===== config.mk =====
export PLATFORM = sky130hd
export DESIGN_NAME = kbs_ctrl
export DESIGN_NICKNAME = d
export VERILOG_FILES = /design/src/hdl/kbs_pkg.sv /design/src/hdl/kbs_ctrl.sv
export SDC_FILE = /design/constraint.sdc
export NUM_CORES = 1
export LEC_CHECK = 0
export ABC_AREA = 1
export BUFFER_PORTS_ARGS = -buffer_cell sky130_fd_sc_hd__buf_4
export CORE_AREA = 2 2 39 41
export CTS_CLUSTER_SIZE = 24
export DETAILED_ROUTE_END_ITERATION = 8
export DIE_AREA = 0 0 41 43
export PLACE_DENSITY = 0.56
export RECOVER_POWER = 25
export SLEW_MARGIN = 20
export SYNTH_ARGS = -nofsm -noshare
export SYNTH_HDL_FRONTEND = slang
export SYNTH_SLANG_ARGS = --single-unit

===== constraint.sdc =====
create_clock -name clk_i -period 1.15 [get_ports clk_i]
set_input_delay 0.1725 -clock clk_i [delete_from_list [all_inputs] [get_ports clk_i]]
set_output_delay 0.1725 -clock clk_i [all_outputs]
set_load 0.01 [all_outputs]

===== src/hdl/kbs_pkg.sv =====
package kbs_pkg;

  localparam int StampW   = 32;
  localparam int DistW    = 52;
  localparam int TimeoutW = 32;
  localparam int BatchW   = 5;
  localparam int CfgIdxW  = 2;
  localparam int CfgDataW = 52;

  localparam logic [DistW-1:0]    DistMax     = {DistW{1'b1}};
  localparam logic [TimeoutW-1:0] TimeoutRst  = 32'd5000;
  localparam logic [BatchW-1:0]   BatchRst    = 5'd5;

  localparam logic [CfgIdxW-1:0] CFG_DIST_THR_SQ   = 2'd0;
  localparam logic [CfgIdxW-1:0] CFG_STALE_TIMEOUT = 2'd1;
  localparam logic [CfgIdxW-1:0] CFG_BATCH_SIZE    = 2'd2;

  typedef enum logic [4:0] {
    S_IDLE   = 5'b00001,
    S_CHECK  = 5'b00010,
    S_SCAN   = 5'b00100,
    S_DRAIN  = 5'b01000,
    S_DECIDE = 5'b10000
  } kbs_state_e;

  typedef struct packed {
    logic load;
    logic check;
    logic scan;
    logic commit;
  } kbs_cmd_t;

  typedef struct packed {
    logic count_zero;
    logic scan_last;
    logic pipe_idle;
    logic out_free;
  } kbs_stat_t;

endpackage


===== src/hdl/kbs_ctrl.sv =====
module kbs_ctrl (
  input  logic               clk_i,
  input  logic               rst_ni,
  input  logic               in_valid_i,
  output logic               in_ready_o,
  input  kbs_pkg::kbs_stat_t stat_i,
  output kbs_pkg::kbs_cmd_t  cmd_o
);

  kbs_pkg::kbs_state_e state_q, state_d;

  always_ff @(posedge clk_i or negedge rst_ni) begin
    if (!rst_ni) begin
      state_q <= kbs_pkg::S_IDLE;
    end else begin
      state_q <= state_d;
    end
  end

  always_comb begin
    state_d      = state_q;
    cmd_o        = '0;
    in_ready_o   = 1'b0;
    case (state_q)
      kbs_pkg::S_IDLE: begin
        in_ready_o = 1'b1;
        if (in_valid_i) begin
          cmd_o.load = 1'b1;
          state_d    = kbs_pkg::S_CHECK;
        end
      end
      kbs_pkg::S_CHECK: begin
        cmd_o.check = 1'b1;
        state_d     = kbs_pkg::S_SCAN;
      end
      kbs_pkg::S_SCAN: begin
        if (stat_i.count_zero) begin
          state_d = kbs_pkg::S_DECIDE;
        end else begin
          cmd_o.scan = 1'b1;
          if (stat_i.scan_last) begin
            state_d = kbs_pkg::S_DRAIN;
          end
        end
      end
      kbs_pkg::S_DRAIN: begin
        if (stat_i.pipe_idle) begin
          state_d = kbs_pkg::S_DECIDE;
        end
      end
      kbs_pkg::S_DECIDE: begin
        // hold until the result register can take the transfer
        if (stat_i.out_free) begin
          cmd_o.commit = 1'b1;
          state_d      = kbs_pkg::S_IDLE;
        end
      end
      default: begin
        state_d = kbs_pkg::S_IDLE;
      end
    endcase
  end

endmodule


# Yosys cells after proc, flatten, opt, wreduce, memory -nomap -nowiden
# Index checks and enable logic that the tools add are counted.
# totals
reg_bits	5
wordCells	25
input_bits	7
# op_classes
reduce_logical	1
n_mux	14
n_eq_ne	9
# ops
operator	count
$mux W5	5
$pmux W5 S5	1
$mux W1	8
$ne A2 B2 Y1 const B	3
$eq A5 B1 Y1 const B	1
$eq A5 B2 Y1 const B	1
$eq A5 B3 Y1 const B	1
$eq A5 B4 Y1 const B	1
$eq A5 B5 Y1 const B	1
$reduce_and A4 Y1	1
$ne A3 B3 Y1 const B	1

# Logic depth before layout (Yosys ltp)
# logic_depth
ltp_word	3
mapped_depth	7

# Least setup slack after synthesis
# OpenSTA, ideal clock, no wires.
# synth_timing
path_type	register to output
startpoint	register state_q[0]
endpoint	output port cmd_o[3] (netlist bit)
arrival_time_ns	0.962
stages_incl_launch_ff	5
slack_ns	0.016
path_buffers	0
path_cell_list	dfstp_2 -> inv_2 -> nor2_2 -> nand3_1 -> nor2_1
# synth_rtl
element	line_no	rtl
start: declaration	kbs_ctrl.sv:10	kbs_pkg::kbs_state_e state_q, state_d;
start signal: assignment	kbs_ctrl.sv:14	state_q <= kbs_pkg::S_IDLE;
start signal: assignment	kbs_ctrl.sv:16	state_q <= state_d;
end: declaration	kbs_ctrl.sv:7	output kbs_pkg::kbs_cmd_t cmd_o

==> reports/qor.yml <==
outcome:
  status: "complete, but fails checks"
  violations: "negative setup slack"
logic_synthesis:
  synth.top_cell.area_share_pct: 29.4
  yosysWarnings: 0
  synth_edf_count: 0
  yosys.area.top_type: "dfrtp_1"
  synth_seq_area_share_pct: 37.1
  yosys.cell_count.top_type: "nand2_1"
  postSynthCellCount: 48
  syn_area_um2: 340
  synth_commonest_cells: "nand2_1 (11), inv_1 (8), nor2_2 (6), nor2_1 (5)"
  synthTopCellsByArea: "dfrtp_1 (29%), nand2_1 (12%), nor2_2 (11%)"
  syn_avg_cell_area_um2: 7.09
  synth.distinct_cells: 13
  ys.flop_type: "dfrtp_1"
  synthArstFlopShare_pct: 100
  synth_nets: 55
  ys_seq_elements: 5
floorplanning:
  die_h_um: 43
  ioPinCount: 12
  fp-row-count: 14
  die_x_um: 41
  fp.dieArea_um2: 1760
  start_util_pct: 24.6
  coreArea_um2: 1380
clock_network:
  h-tree-depth: 1
  clk_pin_slew_worst_paths_ns: 0.04
  clock_sinks: 5
  cts_buffer_depth: 2
  cts-buffers-inserted: 3
  cts_tree: "done"
  clockRootBuffer: "clkbuf_4"
  clock_latency_ns: 0.23
critical_path:
  crit_chain: "inv_2, nor2_4, nand3_2, nor2_1, buf_4"
  crit_family: "flip-flops"
  crit_path_max_fanout: 3
  cp-end-kind: "output port"
  critical_path.max_stage_delay_ns: 0.53
  crit_arrival_ns: 1.22
  critPathSlowestCell: "dfstp_2"
  critPathRequiredTime_ns: 0.98
  cp_num_buf_inv: 2
  critical_path_class: "reg -> out"
  worstSetupStartpointType: "flop"
  rrSetupSlack_ns: -0.17
timing:
  fin_crit_sh_pct: 121
  post-route-min-period_ns: 1.39
  rsz0062_at_grt: "true"
  hold_ws_ns: 0.200
  finalClockSkew_ns: 0.00479
  hold_viol: 0
  fin_ws_ns: -0.238
  tightest_slew_ns: 0.252
  drv_slew: 0
  timing.fmax_ghz: 0.720
  setup_viol: 9
  slew_headroom_pct: 83.2
final_layout:
  stdcell_count: 90
  reg_top3: "state_q (5)"
  areaGrowthSynthToFinish_pct: 66.5
  largest_reg_flops: 5
  fin_nets: 82
  n_antenna_cell: 0
  post_route_cells_drive_above_1_share_pct: 50.0
  top_register: "state_q"
global_routing:
  grt_remaining_overflow: 0
  grt_pass1_vias: 363
  antenna_found_initial: 0
  grt_first_pass_wirelength_mm: 1.36
  grt_max_degree: 8
  grt_use_total_pct: 11.5
placed_design:
  port_buffers: 11
  hpwl_um: 601
  dp.cells: 79
  gp_congestion: 0.702
detailed_routing:
  detail-route-antenna-nets: 0
  wire_per_inst_um: 8.60
  drt_iter0_drc: 3
  drc: 0
  via_per_inst: 4.14
  drt-total-wl_um: 774
  num_vias: 373
  drt_pre_antenna_iters: 2
power:
  irDropWorstVdd_uv: 699
  leakage_nw: 0.325
  p_total_w: 0.00122
  power_density_nw_per_um2: 2160
worst_hold_path:
  hold_class: "in -> reg"
run:
  cap_violations: 0
==> tightest hold or removal path: stages <==
cell and delay, ns:
buf_4 0.10, inv_1 0.07, nor2_1 0.05
==> through the flow <==
stage | utilization [%] | cell area [µm²] | setup TNS (ns) | setup slack, ns
final | 41.0 | 567 | -1.66 | -0.238
after global routing | 41.0 | 567 | -2.27 | -0.319
after CTS | 40.8 | 564 | -1.80 | -0.249
after detailed placement | 34.2 | 473 | -0.120 | -0.0592
after global placement | 34.2 | 473 | -0.0854 | -0.0420
after floorplan | - | 340 | 0 | 0.0155
==> layout by cell type, fill, tap and decap left out, types with 2 or more instances in the layout <==
master    Yosys  final
buf_4         0     20
nand2_1      11     11
inv_1         8      8
nor2_1        5      5
nand4_1       4      4
nor2_2        6      4
nor2_4        1      3
clkbuf_4      0      3
dfrtp_1       4      3
inv_2         2      2
nand3_2       1      2
nand3_1       3      2
clkbuf_1      0      2
==> cell type report <==
cell class / count / area (µm²)
Fill cell: 139 / 817
Multi-Input combinational cell: 33 / 191
Timing Repair Buffer: 22 / 164
Sequential cell: 5 / 128
Inverter: 10 / 37.5
Clock buffer: 4 / 26.3
Tap cell: 16 / 20.0
==> power breakdown <==
part	internal, W	switching [W]	total [W]
clock network	0.000131	0.0000621	0.000193
logic	0.000353	0.000363	0.000716
registers	0.000249	0.0000665	0.000316
total	0.000733	0.000492	0.00122
==> repair_timing <==
item	4_1_cts	5_1_grt
buffers inserted	6	0
hold buffers	1	0
gates resized for setup	2	2
endpoints found under the setup margin	7	9
endpoints found under the hold margin	5	0
pin swaps	3	5
==> path summary, 6_finish.rpt <==
| path | cells after the start | end | from |
|---|---|---|---|
| min | 3 | state_q[1]$_DFFE_PN0P_ | in_valid_i |
| max in group asynchronous | 2 | state_q[0]$_DFFE_PN1P_ | rst_ni |
| max reg2reg | 8 | state_q[4]$_DFFE_PN0P_ | state_q[0]$_DFFE_PN1P_ |
| min reg2reg | 3 | state_q[0]$_DFFE_PN1P_ | state_q[1]$_DFFE_PN0P_ |
| min in group asynchronous | 2 | state_q[1]$_DFFE_PN0P_ | rst_ni |
| max | 5 | cmd_o[3] | state_q[0]$_DFFE_PN1P_ |
==> logic make-up (layout without fill, tap and decap cells) <==
kind of cell | Yosys count | count (layout) | share of synthesized area (%)
flip-flops | 5 | 5 | 37.1
AO/OA/AOI/OAI | 1 | 1 | 1.47
AND/OR/NAND/NOR | 32 | 32 | 50.4
buffers and inverters | 10 | 36 | 11.0
==> routing by layer <==
layer,global-route usage [%],vias up,routed length [µm],part of all wire (%)
li1,-,204,-,-
met1,13.2,165,316,41
met2,17.5,4,437,56
met3,3.14,0,20,2.6
met4,8.00,0,0,0
met5,0,-,0,0
Note: power is estimated with default switching activity, not from simulation.
